--- config.mk ---
export PLATFORM = sky130hd
export DESIGN_NAME = dsg2d_ram
export DESIGN_NICKNAME = d
export VERILOG_FILES = /design/src/hdl/dsg2d_ram.sv
export SDC_FILE = /design/constraint.sdc
export NUM_CORES = 1
export LEC_CHECK = 0
export ABC_AREA = 0
export BUFFER_PORTS_ARGS = -buffer_cell sky130_fd_sc_hd__buf_4
export CORE_MARGIN = 8
export CORE_UTILIZATION = 30
export CTS_CLUSTER_DIAMETER = 120
export DETAILED_ROUTE_END_ITERATION = 10
export PLACE_DENSITY = 0.54
export SLEW_MARGIN = 20
export SYNTH_ARGS = -nofsm -noshare
export SYNTH_HDL_FRONTEND = slang
export SYNTH_SLANG_ARGS = --single-unit
--- constraint.sdc ---
create_clock -name clk -period 2.5 [get_ports clk]
set_input_delay 0.625 -clock clk [delete_from_list [all_inputs] [get_ports clk]]
set_output_delay 0.625 -clock clk [all_outputs]
set_load 0.05 [all_outputs]
--- src/hdl/dsg2d_ram.sv ---
// Generic single-port-write, registered-read RAM.
module dsg2d_ram #(
  parameter int WIDTH = 8,
  parameter int DEPTH = 16
) (
  input  logic                     clk,
  input  logic                     we,
  input  logic [$clog2(DEPTH)-1:0] waddr,
  input  logic [WIDTH-1:0]         wdata,
  input  logic                     re,
  input  logic [$clog2(DEPTH)-1:0] raddr,
  output logic [WIDTH-1:0]         rdata
);

  logic [WIDTH-1:0] mem [DEPTH];

  always_ff @(posedge clk) begin
    if (we) begin
      mem[waddr] <= wdata;
    end
    if (re) begin
      rdata <= mem[raddr];
    end
  end

endmodule
; ---- Word-level counts from Yosys, hierarchy flattened
; Memory sizes are Yosys's and may differ from the RTL's. A register that Yosys moved wholly into a read port is not among the register bits.
; Cells that the tools add are included.
[op_classes]
muxes = 2
[ops]
columns = op, n
row1 = $mux 1, 2
[totals]
n_memories = 1
ramBits = 128
out_inout_bits = 8
in_bits = 19
regBits = 0
[memory_table]
columns = name, depth, word_bits, read_ports, rd_ports_with_merged_regs, wr, line_no
row1 = mem, 16, 8, 1, 1, 1, 15  ; logic [WIDTH-1:0] mem [DEPTH];

; ---- Logic depth before layout (Yosys ltp)
[logic_depth]
word_depth = 2
ltp_mapped = 5
ltp_nobuf = 3

; ---- Worst setup path after synthesis
; Ideal clock, no wire load.
[synth_path]
path_kind = input to register
from = input port waddr[2]
to = memory mem[0][0] (enable)
arrival_ns = 1.735
setup_slack_ns = 0.382
cell_stages = 2
path_buffers = 0
cell_sequence = or3b_2 > nor3_1
[synth_rtl]
columns = element, line_no
row1 = "start, declared", 8  ; input logic [$clog2(DEPTH)-1:0] waddr,
row2 = "end, declared", 15
; No word-level cell before the write port.

==> results.yml <==
outcome:
  status: "completed"
synthesis:
  synth-adder-area-share: 0
  synth_compound_area_frac: 0.02298
  postSynthAreaPerCell_um2: 22.83
  syn_inst: 229
  synthDominantCellAreaShare: 0.7812
  yosysSeqAreaShare: 0.7812
  ys_top_cells_by_area: "edfxtp_1 78%, mux4_2 7.8%, mux4_1 7.0%"
  synth-seq-cells: 136
  syn-num-nets: 248
  synth_xor_area_frac: 0
  netlist_area_um2: 5228
  synthSimpleGateAreaFrac: 0.03135
  ys_types: 18
  synth_mux_area_frac: 0.1479
  synth_warnings: 0
  synth_top_family_by_area: "multiplexers"
  yosysTopAreaCell: "edfxtp_1"
layout:
  regArea_um2: 4084
  drive_above_1_share: 0.3177
  syn_to_final_growth_pct: 22.12
  mostFrequentLayoutCells: "136 x edfxtp_1, 47 x buf_4, 18 x mux4_2, 17 x clkbuf_16, 16 x a22oi_1"
  final_common_cell: "edfxtp_1"
  diodes: 0
  fin_cells: 524
  fin_nets: 305
  multi_input_area_um2: 1057
  nFillCells: 1586
detailed_routing:
  vias: 2437
  drc: 0
  wl_per_cell_um: 20.22
  drt-vias-per-instance: 4.651
  drtPass1Iterations: 4
  first_iter_violations: 239
  ant_nets: 0
  wirelength_um: 10590
timing:
  fmax_mhz: 552.8
  layout_min_cycle_time_ns: 1.809
  slew_viol_final: 0
  setup_ws_ns: 0.6910
  tightest_slew_ns: 0.4208
  finClkSkew_ns: 0.003244
  grt_setup_unrepaired: "no"
  min_period_over_period: 0.7236
  hold_viol: 0
  fin_tns_setup_ns: 0
  hold_ws_ns: 0.5193
  setup_viol: 0
  max-slew-margin-rel: 0.7195
cts:
  clock_path_buffers: 2
  postCtsHoldBufs: 0
  clock-sinks: 136
  cts_tree: "yes"
  cts_buffers: 17
  clock_latency_ns: 0.41
  cts_root_buf: "clkbuf_16"
  path_clk_slew_ns: 0.06
  post_cts_resized: 0
  cts_max_level: 4
  cts_setup_buffers: 0
floorplanning:
  design.die.area_um2: 21910
  initial_core_util: 0.3043
  fp.dieW_um: 148.0
  fp.coreArea_um2: 17180
  num_rows: 48
  io_pins: 27
  chipHeight_um: 148.0
global_route:
  grt.total_usage: 0.1039
  grt_overflow: 0
  antenna_found_initial: 0
  grt_pass1_wl_um: 16320
  grt_pass1_vias: 2607
  grt_max_degree: 28
worst_setup_path:
  endpoint_kind: "flop"
  crit_fanout: 17
  crit_arrival_ns: 1.96
  required_ns: 2.65
  crit_type: "in -> reg"
  startpoint_type: "primary input"
place:
  gp_congestion: 0.6930
  pre_cts_ws_ns: 0.2476
  dp_hpwl_um: 7068
  place_inst: 492
  portBuffers: 26
power_and_ir_drop:
  intPower_w: 0.004243
  p_sw_frac: 0.2008
  powerDensity_nw_per_um2: 831.6
  p_seq_frac: 0.487
  p_comb_frac: 0.055
  clkPwrFrac: 0.459
  switchingPower_w: 0.001066
  p_leak_nw: 2.126
  vdd_drop_max_mv: 0.5943
hold_path:
  holdCritPathClass: "in -> reg"
job:
  maxCapViolations: 0
[cell type report]
cell class                      instances  share of cell area
Tap cell                              225             0.04410
Sequential cell                       136              0.6397
Clock inverter                         13             0.02430
Timing Repair Buffer                   48             0.05841
Clock buffer                           19             0.06782
Multi-Input combinational cell         83              0.1656
[metal layers]
layer	routed length, µm	up-vias	track usage
li1	-	1096	-
met1	5257	1275	0.1394
met2	4887	61	0.1505
met3	374	5	0.03760
met4	73	0	0.03978
met5	0	-	0
[synth_stat cells]
cell / number
clkdlybuf4s25_2: 3
nand2_1: 9
nand2b_1: 2
nor2_1: 13
a22oi_1: 16
nor2b_1: 1
nand3b_1: 2
and2_1: 1
nor3_1: 4
buf_4: 1
mux4_2: 18
and2b_1: 1
nand3_1: 1
buf_6: 3
buf_2: 3
or3b_2: 1
mux4_1: 14
edfxtp_1: 136
[power by group through the flow]
stage | Clock, W | Sequential (W) | Combinational (W)
finish | 0.00243 | 0.00258 | 0.000290
global route | 0.00258 | 0.00259 | 0.000315
CTS | 0.00249 | 0.00258 | 0.000297
detailed placement | 0 | 0.00263 | 0.000296
global placement | 0 | 0.00263 | 0.000290
floorplan | 0 | 0.00267 | 0.000130
[worst max-delay path, cell delays in order]
cell and delay [ns]:
buf_4 0.23, buf_12 0.23, mux4_1 0.56, a22oi_1 0.23, nand2_1 0.08
[through the flow]
stage | instance area, µm² | total power [W] | utilization
4_1_cts | 6384 | 0.005367 | 0.3716
5_1_grt | 6384 | 0.005479 | 0.3716
2_1_floorplan | 5228 | 0.002796 | -
6_report | 6384 | 0.005309 | 0.3716
3_3_place_gp | 5796 | 0.002920 | 0.3374
3_5_place_dp | 5796 | 0.002927 | 0.3374
[state kept, by name (all words and copies together) (netlist names)]
register	cells
mem	128
rdata	8
[logic make-up after synthesis]
logic type	after synthesis
buffers and inverters	10
flip-flops	136
AND/OR/NAND/NOR	35
AO/OA/AOI/OAI	16
multiplexers	32
[path summary, 6_finish.rpt]
check                                           from                   to  slack (ns)  cells after the start
worst max-delay path                        raddr[0]   rdata[5]$_DFFE_PP_        0.69                      5
worst min-delay path                        wdata[4]  mem[6][4]$_DFFE_PP_        0.52                      1
worst max register to register   mem[4][3]$_DFFE_PP_   rdata[3]$_DFFE_PP_        0.90                      3
worst min register to register  mem[15][2]$_DFFE_PP_   rdata[2]$_DFFE_PP_        0.75                      3
(Power assumes the default switching activity.)
